File: src/multidim_histogram_accumulator_core_macros.svh
// Assertion helpers shared by the histogram core.
`ifndef MULTIDIM_HISTOGRAM_ACCUMULATOR_CORE_MACROS_SVH
`define MULTIDIM_HISTOGRAM_ACCUMULATOR_CORE_MACROS_SVH

// Checked on every rising clock edge, off while reset is active.
`define MHA_ASSERT(lbl, prop) \
  lbl: assert property (@(posedge clk_i) disable iff (!rst_ni) prop) \
    else $error("histogram core assertion failed");

// Checked on every rising clock edge, reset included.
`define MHA_ASSERT_ALWAYS(lbl, prop) \
  lbl: assert property (@(posedge clk_i) prop) \
    else $error("histogram core assertion failed");

`endif

File: src/mha_cmd_fifo.sv
`default_nettype none

module mha_cmd_fifo #(
  parameter int Width = 8
) (
  input  wire              clk_i,
  input  wire              rst_ni,
  input  wire              push_i,
  input  wire [Width-1:0]  data_i,
  output logic             full_o,
  input  wire              pop_i,
  output logic [Width-1:0] data_o,
  output logic             empty_o
);

  // Two-entry queue
  logic [Width-1:0] slot_q [2];
  logic             wr_ptr_q, rd_ptr_q;
  logic [1:0]       count_q;

  always_ff @(posedge clk_i or negedge rst_ni) begin
    if (!rst_ni) begin
      wr_ptr_q <= 1'b0;
      rd_ptr_q <= 1'b0;
      count_q  <= '0;
    end else begin
      if (push_i) wr_ptr_q <= !wr_ptr_q;
      if (pop_i)  rd_ptr_q <= !rd_ptr_q;
      if (push_i && !pop_i) count_q <= count_q + 2'd1;
      else if (pop_i && !push_i) count_q <= count_q - 2'd1;
    end
  end

  always_ff @(posedge clk_i) begin
    if (push_i) slot_q[wr_ptr_q] <= data_i;
  end

  assign data_o  = slot_q[rd_ptr_q];
  assign full_o  = (count_q == 2'd2);
  assign empty_o = (count_q == 2'd0);

endmodule

`default_nettype wire

File: config.mk
export PLATFORM = sky130hd
export DESIGN_NAME = mha_cmd_fifo
export DESIGN_NICKNAME = d
export VERILOG_FILES = /design/src/multidim_histogram_accumulator_core_macros.svh /design/src/mha_cmd_fifo.sv
export SDC_FILE = /design/constraint.sdc
export NUM_CORES = 1
export LEC_CHECK = 0
export BUFFER_PORTS_ARGS = -buffer_cell sky130_fd_sc_hd__buf_2
export CORE_ASPECT_RATIO = 0.6
export CORE_UTILIZATION = 30
export CTS_CLUSTER_SIZE = 8
export DETAILED_ROUTE_END_ITERATION = 7
export GPL_ROUTABILITY_DRIVEN = 1
export PLACE_DENSITY = 0.51
export SLEW_MARGIN = 20
export SYNTH_ARGS = -nofsm -noshare
export SYNTH_HDL_FRONTEND = slang
export SYNTH_SLANG_ARGS = --single-unit
File: constraint.sdc
create_clock -name clk_i -period 1.9 [get_ports clk_i]
set_input_delay 0.095 -clock clk_i [delete_from_list [all_inputs] [get_ports clk_i]]
set_output_delay 0.095 -clock clk_i [all_outputs]
set_load 0.01 [all_outputs]
==> impl_metrics.env <==
export IMPL_synth_top_area_cell="edfxtp_1"
export IMPL_final_common_cell="buf_2"
export IMPL_grt_max_degree=12
export IMPL_antenna_found_initial=0
export IMPL_critPathKind="flop to primary output"
export IMPL_drv_cap=0
export IMPL_final_hold_violation_count=0
export IMPL_fin_cells=97
export IMPL_synth_top_area_frac=0.623
export IMPL_rsz0062_at_grt="false"
export IMPL_post_route_cells_drive_above_1_share=0.507
export IMPL_period_share=0.772
export IMPL_clk_latency_ps=250
export IMPL_fin_util=0.421
export IMPL_p_int_mw=0.941
export IMPL_ys_ff_latch=20
export IMPL_critical_path_required_ps=1800
export IMPL_drc=0
export IMPL_dieArea_sq_um=2780
export IMPL_fin_nets=81
export IMPL_cts_tree="done"
export IMPL_synth_nets=54
export IMPL_p_comb_frac=0.278
export IMPL_core_area_sq_um=2290
export IMPL_pwr_share_seq=0.516
export IMPL_slew_headroom=0.729
export IMPL_die_height_um=41.3
export IMPL_syn_area_sq_um=771
export IMPL_mostFrequentLayoutCells="buf_2, edfxtp_1, mux2_2"
export IMPL_cts_resized=0
export IMPL_critPathMaxFanout=9
export IMPL_clk_pin_slew_worst_paths_ps=70
export IMPL_leakage_nw=0.392
export IMPL_first_pass_iters=3
export IMPL_outcome="finished, final reports clean"
export IMPL_yosysWarnings=0
export IMPL_avgSynthCellArea_sq_um=18.8
export IMPL_grt_usage=0.0979
export IMPL_rows=13
export IMPL_vias=389
export IMPL_p_sw_mw=0.376
export IMPL_sw_frac_of_total=0.286
export IMPL_wl_per_cell_um=11.5
export IMPL_wirelength_um=1120
export IMPL_cts_sink_count=20
export IMPL_min_period_ps=1470
export IMPL_arrival_ps=1370
export IMPL_yosysSeqAreaShare=0.753
export IMPL_clockRootBuffer="clkbuf_8"
export IMPL_worst_pin_slew_ps=406
export IMPL_netlist_instances=41
export IMPL_clkPwrFrac=0.206
export IMPL_start_util=0.336
export IMPL_io_pins=22
export IMPL_antenna_cells=0
export IMPL_dp_cells=92
export IMPL_hold_path_class="input pin to flop"
export IMPL_ys_types=12
export IMPL_drtIter0Drc=11
export IMPL_place_ws_ps=691
export IMPL_fin_ws_ps=433
export IMPL_slew_viol_final=0
export IMPL_synthTopCellsByArea="edfxtp_1, dfrtp_1, mux2_2"
export IMPL_grt_first_pass_wirelength_um=1680
export IMPL_port_buffers=21
export IMPL_grt_overflow=0
export IMPL_grt_pass1_vias=354
export IMPL_rrSetupSlack_ps=800
export IMPL_area_delta_synth_final_pct=25.2
export IMPL_fp_dieW_um=67.4
export IMPL_route_antenna_remaining_nets=0
export IMPL_fin_skew_ps=2.06
export IMPL_fin_setup_tns_ps=0
export IMPL_htreeDepth=1
export IMPL_cts_buffers=3
export IMPL_setup_viol=0
export IMPL_crit_path_end_kind="primary output"
export IMPL_cellPowerDensity_nw_per_um2=1370
export IMPL_worst_setup_path_start_kind="flop"
export IMPL_viasPerCell=4.01
export IMPL_ir_worst_vdd_mv=0.578
export IMPL_fmax_mhz=682
export IMPL_cts_buffer_depth=2
export IMPL_place_congestion=0.678
worst paths after layout:
check,startpoint,to,depth (start not counted)
worst max-delay path,rd_ptr_q$_DFFE_PN0P_,data_o[1],2
worst min-delay path,data_i[7],slot_q[1][7]$_DFFE_PP_,1
worst max register to register,wr_ptr_q$_DFFE_PN0P_,slot_q[1][2]$_DFFE_PP_,1
worst min register to register,count_q[1]$_DFFE_PN0P_,count_q[1]$_DFFE_PN0P_,1
max in group asynchronous,rst_ni,wr_ptr_q$_DFFE_PN0P_,2
min in group asynchronous,rst_ni,rd_ptr_q$_DFFE_PN0P_,2
cell type report:
class / instances / area (sq um)
clock buffers: 3 / 41.3
fillers: 214 / 1330
multi-input cells: 19 / 175
inverters: 1 / 3.75
clock inverters: 1 / 3.75
well taps: 30 / 37.5
repair buffers: 23 / 123
flip-flops and latches: 20 / 581
cells in the mapped netlist:
| library cell | number |
|---|---|
| xor2_1 | 4 |
| nor2b_1 | 1 |
| xnor2_1 | 1 |
| mux2_2 | 8 |
| ha_1 | 1 |
| and2b_2 | 1 |
| inv_1 | 1 |
| nor2_1 | 2 |
| and2_1 | 1 |
| buf_6 | 1 |
| dfrtp_1 | 4 |
| edfxtp_1 | 16 |
critical path, cell delays in order, from the launching register on:
cell	delay [ps]
dfrtp_1	590
mux2_2	390
buf_2	140
stage by stage:
stage | hold slack (ps) | instance area, sq um | total power [mW]
after floorplan | -201 | 771 | 0.931
after global routing | 13.7 | 965 | 1.39
after detailed placement | -93.9 | 910 | 1.06
final | 27.8 | 965 | 1.32
after global placement | -93.6 | 910 | 1.07
after CTS | 18.8 | 965 | 1.34
cell families (layout without fill, tap and decap cells):
kind of cell               after synthesis  in the layout  synth area share
buffers and inverters                    2             28            0.0195
adders and majority gates                1              1            0.0162
DFF                                     20             20             0.753
muxes                                    8              8             0.117
xor gates and xnor gates                 5              5            0.0568
and+or+nand+nor                          5              5            0.0374
power by group through the flow:
stage | Clock (mW) | Combinational (mW) | Sequential [mW]
floorplan | 0 | 0.288 | 0.644
global placement | 0 | 0.373 | 0.692
detailed placement | 0 | 0.373 | 0.691
CTS | 0.280 | 0.376 | 0.683
global route | 0.297 | 0.399 | 0.695
finish | 0.271 | 0.366 | 0.679
metal layers:
layer	routed length, um	vias to the layer above	GRT usage
li1	-	199	-
met1	555	179	0.116
met2	489	11	0.135
met3	73	0	0.0583
met4	0	0	0.0638
met5	0	-	0
sequential cells by signal (all words and copies together) (netlist names):
signal and count:
count_q 2, rd_ptr_q 1, slot_q 16, wr_ptr_q 1
repair_timing:
action | in CTS | in global routing
hold endpoints to repair | 4 | 0
hold buffers | 1 | 0
setup buffers | 0 | 0
Power figures use the tool's default switching activity.
