## src/multidim_histogram_accumulator_core_macros.svh

```systemverilog
// Assertion helpers shared by the histogram core.
`ifndef MULTIDIM_HISTOGRAM_ACCUMULATOR_CORE_MACROS_SVH
`define MULTIDIM_HISTOGRAM_ACCUMULATOR_CORE_MACROS_SVH

// Checked on every rising clock edge, off while reset is active.
`define MHA_ASSERT(lbl, prop) \
  lbl: assert property (@(posedge clk_i) disable iff (!rst_ni) prop) \
    else $error("histogram core assertion failed");

// Checked on every rising clock edge, reset included.
`define MHA_ASSERT_ALWAYS(lbl, prop) \
  lbl: assert property (@(posedge clk_i) prop) \
    else $error("histogram core assertion failed");

`endif

```

## src/mha_pkg.sv

```systemverilog
`default_nettype none

package mha_pkg;

  // Default sizes
  localparam int MAX_BINS_PER_DIM = 64;
  localparam int COORD_BITS       = 16;
  localparam int COUNT_BITS       = 32;

  // Fixed field widths
  localparam int BINS_W   = 7;
  localparam int WEIGHT_W = 16;
  localparam int INDEX_W  = 12;
  localparam int VALUE_W  = 32;
  localparam int REG_IDX_W = 3;

  // Configuration register indexes
  localparam logic [REG_IDX_W-1:0] REG_DIM0_MIN  = 3'd0;
  localparam logic [REG_IDX_W-1:0] REG_DIM0_MAX  = 3'd1;
  localparam logic [REG_IDX_W-1:0] REG_DIM0_BINS = 3'd2;
  localparam logic [REG_IDX_W-1:0] REG_DIM1_MIN  = 3'd3;
  localparam logic [REG_IDX_W-1:0] REG_DIM1_MAX  = 3'd4;
  localparam logic [REG_IDX_W-1:0] REG_DIM1_BINS = 3'd5;

  localparam logic [BINS_W-1:0] BINS_RESET = 7'd64;

  // Result status codes
  localparam logic [1:0] STAT_OK    = 2'd0;
  localparam logic [1:0] STAT_BELOW = 2'd1;
  localparam logic [1:0] STAT_ABOVE = 2'd2;

  typedef enum logic [1:0] {
    KIND_ACC   = 2'd0,
    KIND_QUERY = 2'd1,
    KIND_CLEAR = 2'd2,
    KIND_NONE  = 2'd3
  } kind_e;

  typedef enum logic [1:0] {
    OP_ACC    = 2'd0,
    OP_READ   = 2'd1,
    OP_CLEAR  = 2'd2,
    OP_REPORT = 2'd3
  } op_e;

  // Control part of a command between front and back
  typedef struct packed {
    op_e        op;
    logic [1:0] status;
  } cmd_t;

  localparam int CMD_W = $bits(cmd_t);

  typedef enum logic [3:0] {
    F_IDLE  = 4'b0001,
    F_CHECK = 4'b0010,
    F_DIV   = 4'b0100,
    F_PUSH  = 4'b1000
  } front_state_e;

  typedef enum logic [3:0] {
    B_INIT  = 4'b0001,
    B_IDLE  = 4'b0010,
    B_WB    = 4'b0100,
    B_SWEEP = 4'b1000
  } back_state_e;

endpackage

`default_nettype wire

```

## src/mha_front.sv

```systemverilog
`default_nettype none

module mha_front #(
  parameter int MaxBins   = mha_pkg::MAX_BINS_PER_DIM,
  parameter int CoordBits = mha_pkg::COORD_BITS,
  parameter int CfgW      = (CoordBits > mha_pkg::BINS_W) ? CoordBits : mha_pkg::BINS_W,
  parameter int FlatW     = 2 * $clog2(MaxBins)
) (
  input  wire                               clk_i,
  input  wire                               rst_ni,
  // configuration
  input  wire                               cfg_we_i,
  input  wire [mha_pkg::REG_IDX_W-1:0]      cfg_idx_i,
  input  wire [CfgW-1:0]                    cfg_data_i,
  // item request
  input  wire                               push_i,
  output logic                              busy_o,
  input  wire [1:0]                         kind_i,
  input  wire signed [CoordBits-1:0]        coord0_i,
  input  wire signed [CoordBits-1:0]        coord1_i,
  input  wire signed [mha_pkg::WEIGHT_W-1:0] weight_i,
  // command out
  output logic                              cmd_push_o,
  input  wire                               cmd_full_i,
  output mha_pkg::cmd_t                     cmd_o,
  output logic [FlatW-1:0]                  cmd_flat_o,
  output logic [mha_pkg::WEIGHT_W-1:0]      cmd_weight_o
);

  localparam int BB    = $clog2(MaxBins);
  localparam int EbW   = $clog2(MaxBins + 1);
  localparam int NumW  = CoordBits + BB;
  localparam int CntW  = $clog2(BB) + 1;
  localparam logic [CntW-1:0] LastStep = CntW'(BB - 1);
  localparam logic signed [CoordBits-1:0] MinReset = {1'b1, {(CoordBits-1){1'b0}}};
  localparam logic signed [CoordBits-1:0] MaxReset = {1'b0, {(CoordBits-1){1'b1}}};

  // Configuration registers
  logic signed [CoordBits-1:0]     min0_q, max0_q, min1_q, max1_q;
  logic [mha_pkg::BINS_W-1:0]      bins0_q, bins1_q;

  always_ff @(posedge clk_i or negedge rst_ni) begin
    if (!rst_ni) begin
      min0_q  <= MinReset;
      max0_q  <= MaxReset;
      bins0_q <= mha_pkg::BINS_RESET;
      min1_q  <= MinReset;
      max1_q  <= MaxReset;
      bins1_q <= mha_pkg::BINS_RESET;
    end else if (cfg_we_i) begin
      case (cfg_idx_i)
        mha_pkg::REG_DIM0_MIN:  min0_q  <= CoordBits'(cfg_data_i);
        mha_pkg::REG_DIM0_MAX:  max0_q  <= CoordBits'(cfg_data_i);
        mha_pkg::REG_DIM0_BINS: bins0_q <= mha_pkg::BINS_W'(cfg_data_i);
        mha_pkg::REG_DIM1_MIN:  min1_q  <= CoordBits'(cfg_data_i);
        mha_pkg::REG_DIM1_MAX:  max1_q  <= CoordBits'(cfg_data_i);
        mha_pkg::REG_DIM1_BINS: bins1_q <= mha_pkg::BINS_W'(cfg_data_i);
        default: ;
      endcase
    end
  end

  // Bin count in use: zero means one, capped at the table size
  function automatic logic [EbW-1:0] eff_bins(input logic [mha_pkg::BINS_W-1:0] b);
    logic [EbW-1:0] r;
    if (b == '0) r = EbW'(1);
    else if (int'(b) > MaxBins) r = EbW'(MaxBins);
    else r = EbW'(b);
    return r;
  endfunction

  mha_pkg::front_state_e state_q, state_d;
  logic [1:0]                  kind_q;
  logic signed [CoordBits-1:0] c0_q, c1_q;
  logic [mha_pkg::WEIGHT_W-1:0] w_q;
  logic                        dim_q;
  logic [BB-1:0]               row_q;
  logic [1:0]                  status_q;
  logic [CoordBits-1:0]        rem_q, den_q;
  logic [BB-1:0]               low_q;
  logic [CntW-1:0]             cnt_q;

  // Current dimension operands
  logic signed [CoordBits-1:0] x, lo, hi;
  logic [EbW-1:0]              eb, eb1;
  logic signed [CoordBits:0]   dx, rx;
  logic [NumW:0]               prod;
  logic [NumW-1:0]             num;
  logic [CoordBits:0]          trial;
  logic                        ge;
  logic [CoordBits-1:0]        rem_next;
  logic [BB-1:0]               low_next;

  always_comb begin
    x   = dim_q ? c1_q : c0_q;
    lo  = dim_q ? min1_q : min0_q;
    hi  = dim_q ? max1_q : max0_q;
    eb  = eff_bins(dim_q ? bins1_q : bins0_q);
    eb1 = eff_bins(bins1_q);
    dx  = (CoordBits+1)'(x) - (CoordBits+1)'(lo);
    rx  = (CoordBits+1)'(hi) - (CoordBits+1)'(lo);
    // dividend (d+1)*b-1, below r*b
    prod = (NumW+1)'((CoordBits+1)'(dx[CoordBits-1:0]) + (CoordBits+1)'(1))
         * (NumW+1)'(eb);
    num  = NumW'(prod - (NumW+1)'(1));
    // one restoring division step
    trial    = {rem_q, low_q[BB-1]};
    ge       = trial >= {1'b0, den_q};
    rem_next = ge ? CoordBits'(trial - {1'b0, den_q}) : trial[CoordBits-1:0];
    low_next = BB'({low_q, ge});
  end

  // Sequencer
  always_comb begin
    state_d = state_q;
    case (state_q)
      mha_pkg::F_IDLE: begin
        if (push_i) begin
          if (kind_i == mha_pkg::KIND_ACC || kind_i == mha_pkg::KIND_QUERY)
            state_d = mha_pkg::F_CHECK;
          else
            state_d = mha_pkg::F_PUSH;
        end
      end
      mha_pkg::F_CHECK: begin
        if (x < lo || x >= hi) state_d = mha_pkg::F_PUSH;
        else state_d = mha_pkg::F_DIV;
      end
      mha_pkg::F_DIV: begin
        if (cnt_q == LastStep) state_d = dim_q ? mha_pkg::F_PUSH : mha_pkg::F_CHECK;
      end
      mha_pkg::F_PUSH: begin
        if (!cmd_full_i) state_d = mha_pkg::F_IDLE;
      end
      default: state_d = mha_pkg::F_IDLE;
    endcase
  end

  always_ff @(posedge clk_i or negedge rst_ni) begin
    if (!rst_ni) begin
      state_q  <= mha_pkg::F_IDLE;
      dim_q    <= 1'b0;
      status_q <= mha_pkg::STAT_OK;
      cnt_q    <= '0;
    end else begin
      state_q <= state_d;
      case (state_q)
        mha_pkg::F_IDLE: begin
          dim_q    <= 1'b0;
          status_q <= mha_pkg::STAT_OK;
        end
        mha_pkg::F_CHECK: begin
          cnt_q <= '0;
          if (x < lo) status_q <= mha_pkg::STAT_BELOW;
          else if (x >= hi) status_q <= mha_pkg::STAT_ABOVE;
        end
        mha_pkg::F_DIV: begin
          cnt_q <= cnt_q + CntW'(1);
          if (cnt_q == LastStep) dim_q <= 1'b1;
        end
        default: ;
      endcase
    end
  end

  // Item and divider datapath
  always_ff @(posedge clk_i) begin
    if (state_q == mha_pkg::F_IDLE && push_i) begin
      kind_q <= kind_i;
      c0_q   <= coord0_i;
      c1_q   <= coord1_i;
      w_q    <= weight_i;
    end
    if (state_q == mha_pkg::F_CHECK) begin
      rem_q <= num[NumW-1:BB];
      low_q <= num[BB-1:0];
      den_q <= rx[CoordBits-1:0];
    end
    if (state_q == mha_pkg::F_DIV) begin
      rem_q <= rem_next;
      low_q <= low_next;
      if (cnt_q == LastStep && !dim_q) row_q <= low_next;
    end
  end

  // Command out
  always_comb begin
    cmd_o.status = status_q;
    if (status_q != mha_pkg::STAT_OK) cmd_o.op = mha_pkg::OP_REPORT;
    else begin
      case (kind_q)
        mha_pkg::KIND_ACC:   cmd_o.op = mha_pkg::OP_ACC;
        mha_pkg::KIND_QUERY: cmd_o.op = mha_pkg::OP_READ;
        mha_pkg::KIND_CLEAR: cmd_o.op = mha_pkg::OP_CLEAR;
        default:             cmd_o.op = mha_pkg::OP_REPORT;
      endcase
    end
    cmd_flat_o   = FlatW'(FlatW'(row_q) * FlatW'(eb1) + FlatW'(low_q));
    cmd_weight_o = w_q;
    cmd_push_o   = (state_q == mha_pkg::F_PUSH) && !cmd_full_i;
    busy_o       = (state_q != mha_pkg::F_IDLE);
  end

endmodule

`default_nettype wire

```

## config.mk

```make
export PLATFORM = sky130hd
export DESIGN_NAME = mha_front
export DESIGN_NICKNAME = d
export VERILOG_FILES = /design/src/multidim_histogram_accumulator_core_macros.svh /design/src/mha_pkg.sv /design/src/mha_front.sv
export SDC_FILE = /design/constraint.sdc
export NUM_CORES = 1
export LEC_CHECK = 0
export ABC_CLOCK_PERIOD_IN_PS = 10150
export BUFFER_PORTS_ARGS = -buffer_cell sky130_fd_sc_hd__clkbuf_2
export CORE_MARGIN = 1.5
export CORE_UTILIZATION = 43
export DETAILED_ROUTE_END_ITERATION = 7
export GPL_TIMING_DRIVEN = 1
export SYNTH_ARGS = -nofsm -noshare
export SYNTH_HDL_FRONTEND = slang
export SYNTH_SLANG_ARGS = --single-unit
```

## constraint.sdc

```tcl
create_clock -name clk_i -period 10.15 [get_ports clk_i]
set_input_delay 1.5225 -clock clk_i [delete_from_list [all_inputs] [get_ports clk_i]]
set_output_delay 1.5225 -clock clk_i [all_outputs]
set_load 0.05 [all_outputs]
```

==> results of run 1 <==
-- logic make-up after synthesis --
kind of cell	synth area share
xor gates and xnor gates	0.0458
and+or+nand+nor	0.134
AOI/OAI and AO/OA	0.0889
adders and majority gates	0.247
muxes	0.0963
DFF	0.326
buffers and inverters	0.0625
-- metrics by stage --
stage,std cells,worst slack [ns]
2_1_floorplan,1553,1.01
3_3_place_gp,2092,1.15
3_5_place_dp,2092,0.965
4_1_cts,2124,0.968
5_1_grt,2124,0.225
6_report,2124,0.831
-- cells in the final DEF (no fill, tap or decap), types with 10 or more instances in the layout --
master     netlist  routed
fa_1           105     105
clkbuf_2         0     106
nand2b_1        12      12
xor2_1          26      26
nand3_1         18      18
clkbuf_16        0      18
nor2b_1         27      27
inv_1          223     223
o21a_1          14      14
a21o_1          14      14
nor2_1         110     110
a211oi_1        10      10
and3_1          12      12
edfxtp_1        94      94
nand2_1        142     142
dfstp_2         35      35
xnor2_1         54      54
nor3_1          25      24
dfrtp_1         54      53
mux2i_1         38      38
mux2_2         100     100
a21oi_1         61      61
nand4_1         10      10
o21ai_0         43      43
and2_1          36      35
ha_1           141     141
-- cell type report --
cell class / count / area share
clock buffers: 19 / 0.0263
clock inverters: 13 / 0.00745
inverters: 223 / 0.0484
multi-input cells: 1110 / 0.555
flip-flops and latches: 183 / 0.295
well taps: 461 / 0.0334
repair buffers: 115 / 0.0353
-- registers in the layout, indices dropped and copies added (netlist names), 7 cells and up --
register      count
c0_q             16
max0_q           16
min1_q           16
den_q            16
cmd_weight_o     16
min0_q           16
rem_q            16
bins0_q           7
max1_q           16
c1_q             16
bins1_q           7
-- path summary, 6_finish.rpt --
path                                    start                endpoint  slack (ns)
setup / recovery            dim_q$_DFFE_PN0P_     rem_q[15]$_DFFE_PP_        0.83
hold / removal             low_q[3]$_DFFE_PP_      row_q[4]$_DFFE_PP_        0.47
setup reg to reg            dim_q$_DFFE_PN0P_     rem_q[15]$_DFFE_PP_        0.83
hold reg to reg            low_q[3]$_DFFE_PP_      row_q[4]$_DFFE_PP_        0.47
max in group asynchronous              rst_ni       dim_q$_DFFE_PN0P_        7.97
min in group asynchronous              rst_ni  min1_q[11]$_DFFE_PN0P_        0.93
-- metal layers --
layer,track usage,wire (um)
met4,0.0857,1460
met1,0.268,17100
met3,0.0261,1460
met5,0,11
met2,0.358,18500
==> metrics.cfg, run 1 <==
[clock_tree]
clock_sinks = 183
cts_resized = 0
cts.htree.levels = 4
cts_tree = done
cts.reportedPaths.clkPinSlew_ns = 0.08
cts_setup_buffers = 0
postCtsHoldBufs = 0
cts-root-buf = clkbuf_16
clock_path_buffers = 2
cts_made_buffers = 17
clk_latency_ns = 0.44

[sta]
whs_ns = 0.468
setup_viol = 0
clock.fmax_mhz = 107
setup_tns_ns = 0
final_hold_viol_count = 0
maxSlewViolCount = 0
tightest_slew_ns = 1.16
rsz0062_at_grt = false
finalCritPeriodShare = 0.918
period_needed_ns = 9.32
max_slew_margin = 0.224
finalClockSkew_ns = 0.0126

[critical_path]
path_class = reg -> reg
critPathMostFrequentCell = fa_1
cp_slowest_stage_delay_ns = 0.73
critical_path_required_ns = 10.35
cp_max_fo = 21
cp-start-kind = flop
cp.arrival_ns = 9.52
worstSetupEndpointType = flop
cp.depth = 31
cp_num_buf_inv = 3
path_delay_family = adder cells
reg2reg_depth = 31
crit_slowest_cell = dfrtp_2

[yosys]
netlist_instances = 1553
synthDistinctLibCells = 76
synth.area.top_cells = edfxtp_1 (18%), fa_1 (13%), ha_1 (11%)
synth.most_common_cell = inv_1
synth_edf_count = 94
synth-seq-cells = 183
yosysTopAreaCell = edfxtp_1
syn-num-nets = 1873
ys.flop_type = edfxtp_1
synthArstFlopShare = 0.486
synth_area_mm2 = 0.0156
ys_top_cells_by_count = inv_1 (223), nand2_1 (142), ha_1 (141)
synth_warnings = 0
syn_avg_cell_area_um2 = 10.1
synth_top_area_share = 0.180
ys_seq_area_frac = 0.326

[cells_and_area]
final_core_util = 0.485
multi_input_area_mm2 = 0.00959
drive_gt1_frac = 0.181
regArea_mm2 = 0.00509
syn_to_final_growth_pct = 10.5
final_nets = 1970
diodes = 0
fin_area_mm2 = 0.0173
nFillCells = 3320

[floorplan]
die_w_um = 194
die_area_mm2 = 0.0375
die_height_um = 194
initial_core_util = 0.439
num_rows = 69
ios = 108
core_mm2 = 0.0357

[global_routing]
grt_overflow = 0
first_global_vias = 11500
globalRouteTotalUtil = 0.209
grt_start_max_net_pins = 74
antenna_found_initial = 2
grt_pass1_wl_um = 61500

[placed_design]
place_congestion = 0.899
portBuffers = 107
hpwl_um = 30700
placed_area_mm2 = 0.0167

[outcome]
status = finished, violations left
violations = design-rule violations

[run]
maxCapViolCount = 0

[routing]
ant_nets = 0
firstDrtPassIters = 8
vias = 11400
avgRoutedWirePerCell_um = 18.1
drc_errors = 4
first_iter_violations = 687
via_per_inst = 5.38
wl_um = 38600

[min_path]
whs_path_depth = 0
hold_class = reg -> reg

Power of run 1 is not shown: default switching activity piles up to over one toggle a cycle in this logic, so the estimate is an artifact.
==> inputs of run 2 (changes only) <==
Settings changed: ABC_AREA from default to 1.
==> run 2 against run 1 <==
  * Sequential share of layout area down 0.85 points
  * Clock skew is 0.0039 ns higher
  * Maximum frequency is 20% higher
  * Worst setup slack better by 1.6 ns
  * Register-to-register slack better by 1.6 ns
  * Die area increased by 3.6%
  * Area after synthesis is 3.6% higher
  * The run now ends clean
  * Routed wire length up 4.4%
  * First-iteration DRC count increased by 2.2%
  * Count of clock-buffer cells in the layout decreased by 2
  * Flip-flop and latch count unchanged
  * Critical endpoint unchanged
  * Critical path depth rose by 2
==> metrics.cfg, run 2 <==
[placed_design]
hpwl_um = 32100  ; +4.5%
portBuffers = 107  ; unchanged
place_inst = 2552  ; +22%
post-place-ws_ns = 2.43  ; +1.46 ns
place_congestion = 0.903  ; +0.47%

[yosys]
synth_area_mm2 = 0.0162  ; +3.6%
synth-seq-cells = 183  ; unchanged
synthDistinctLibCells = 59  ; -22%
yosysTopAreaCell = edfxtp_1
synth.area.top_cells = edfxtp_1 (17%), fa_1 (13%), ha_1 (11%)
syn_avg_cell_area_um2 = 8.21  ; -18%
syn-num-nets = 2295  ; +23%
synth_warnings = 0  ; unchanged
synth_top_area_share = 0.174  ; -0.00635
synthArstFlopShare = 0.486  ; unchanged
ys_top_cells_by_count = nand2_1 (451), inv_1 (376), o21ai_0 (146)
synth_edf_count = 94  ; unchanged
ys_seq_area_frac = 0.314  ; -0.0115
synth.most_common_cell = nand2_1
netlist_instances = 1975  ; +27%
ys.flop_type = edfxtp_1

[global_routing]
met1_usage = 0.277  ; +0.00916
grt_pass1_wl_um = 65100  ; +5.9%
globalRouteTotalUtil = 0.215  ; +0.00613
grt-busiest-layer = met2
grt_overflow = 0  ; unchanged
grt_util_met3 = 0.0331  ; +0.00703
antenna_found_initial = 0  ; -2
met2_usage = 0.375  ; +0.0169
grt_start_max_net_pins = 63  ; -15%
first_global_vias = 12800  ; +11%

[critical_path]
crit_slowest_cell = fa_1
setup.worst_path.start = dim_q$_DFFE_PN0P_
critical_path_required_ns = 10.35  ; about the same
worstSetupEndpointType = flop
cp_max_fo = 62  ; +200%
path_class = reg -> reg
cp.arrival_ns = 7.96  ; -1.56 ns
r2r_start = dim_q$_DFFE_PN0P_
cp-start-kind = flop
cp_slowest_stage_delay_ns = 0.64  ; -0.09 ns
critPathMostFrequentCell = inv_1

[clock_tree]
clock_sinks = 183  ; unchanged
cts.reportedPaths.clkPinSlew_ns = 0.08  ; about the same
cts_resized = 0  ; unchanged
postCtsHoldBufs = 0  ; unchanged
cts-root-buf = clkbuf_16
clock_path_buffers = 2  ; unchanged
cts_setup_buffers = 0  ; unchanged
cts_tree = done
clk_latency_ns = 0.45  ; about the same
cts_made_buffers = 17  ; unchanged
cts.htree.levels = 4  ; unchanged

[floorplan]
ios = 108  ; unchanged
initial_core_util = 0.440  ; +0.000989
core_mm2 = 0.0369  ; +3.4%
die_area_mm2 = 0.0389  ; +3.6%
die_height_um = 197  ; +1.8%
num_rows = 70  ; +1.4%
die_w_um = 197  ; +1.8%

[cells_and_area]
finalNonFillerCells = 2584  ; +22%
syn_to_final_growth_pct = 9.81
diodes = 0  ; unchanged
final_nets = 2387  ; +21%
layout_commonest_cell = nand2_1
drive_gt1_frac = 0.142  ; -0.0392
final_cell_mix = nand2_1 (451), inv_1 (376), o21ai_0 (146)
nFillCells = 3632  ; +9.4%
final_core_util = 0.483  ; -0.00213

[routing]
via_per_inst = 4.99  ; -7.1%
ant_nets = 0  ; unchanged
vias = 12900  ; +13%
wl_um = 40300  ; +4.4%
firstDrtPassIters = 5  ; -3
avgRoutedWirePerCell_um = 15.6  ; -14%
drc_errors = 0  ; -4
first_iter_violations = 702  ; +2.2%

[outcome]
status = completed

[sta]
period_needed_ns = 7.76  ; -1.56 ns
finalCritPeriodShare = 0.765  ; -0.153
finalClockSkew_ns = 0.0165  ; +0.00395 ns
rsz0062_at_grt = false
setup_tns_ns = 0  ; unchanged
final_hold_viol_count = 0  ; unchanged
tightest_slew_ns = 1.07  ; -0.0866 ns
maxSlewViolCount = 0  ; unchanged
fin_ws_ns = 2.39  ; +1.56 ns
setup_viol = 0  ; unchanged
max_slew_margin = 0.286  ; +0.0629
clock.fmax_mhz = 129  ; +20%

[min_path]
hp-start = min0_q[9]$_DFFE_PN0P_
hold_class = reg -> reg

[run]
maxCapViolCount = 0  ; unchanged

run 2: cell type report:
type,instances,area (um^2),share of cell area
well taps,504,631,0.0354
clock inverters,15,143,0.00801
clock buffers,17,425,0.0239
flip-flops and latches,183,5090,0.286
inverters,387,1450,0.0816
repair buffers,115,598,0.0336
multi-input cells,1363,9460,0.531
run 2: worst max-delay path: cells and delay by family, from the launching register on:
family | cells | cell delay, ns
AO/OA/AOI/OAI | 3 | 1.06
adder cells (fa/ha/maj) | 7 | 3.17
buffers and inverters | 8 | 1.13
flip-flops | 1 | 0.36
AND/OR/NAND/NOR | 15 | 1.77
run 2: per-stage QoR:
stage,hold slack [ns],area (um^2)
finish,0.485,17800
global route,0.501,17800
CTS,0.487,17800
detailed placement,0.468,17200
global placement,0.462,17200
floorplan,0.426,16200
run 2: cells by family after synthesis:
family / count (synthesis) / share of synthesized area
AOI/OAI and AO/OA: 278 / 0.0946
xor gates and xnor gates: 48 / 0.0259
adders and majority gates: 246 / 0.238
buffers and inverters: 429 / 0.104
DFF: 183 / 0.314
muxes: 17 / 0.0105
and+or+nand+nor: 774 / 0.213
run 2: per-layer routing:
metal | wire [um] | vias to the layer above
met5 | 0 | -
met4 | 879 | 0
met3 | 1570 | 52
met2 | 19600 | 263
met1 | 18300 | 6149
li1 | - | 6436
run 2: worst paths after layout:
| check | endpoint | slack [ns] | depth (start not counted) |
|---|---|---|---|
| worst min register to register | min0_q[9]$_DFFE_PN0P_ | 0.48 | 2 |
| worst max-delay path | rem_q[15]$_DFFE_PP_ | 2.39 | 33 |
| worst min-delay path | min0_q[9]$_DFFE_PN0P_ | 0.48 | 2 |
| max in group asynchronous | dim_q$_DFFE_PN0P_ | 8.04 | 2 |
| min in group asynchronous | min1_q[11]$_DFFE_PN0P_ | 0.98 | 1 |
| worst max register to register | rem_q[15]$_DFFE_PP_ | 2.39 | 33 |
Power of run 2 is left out for the same reason.
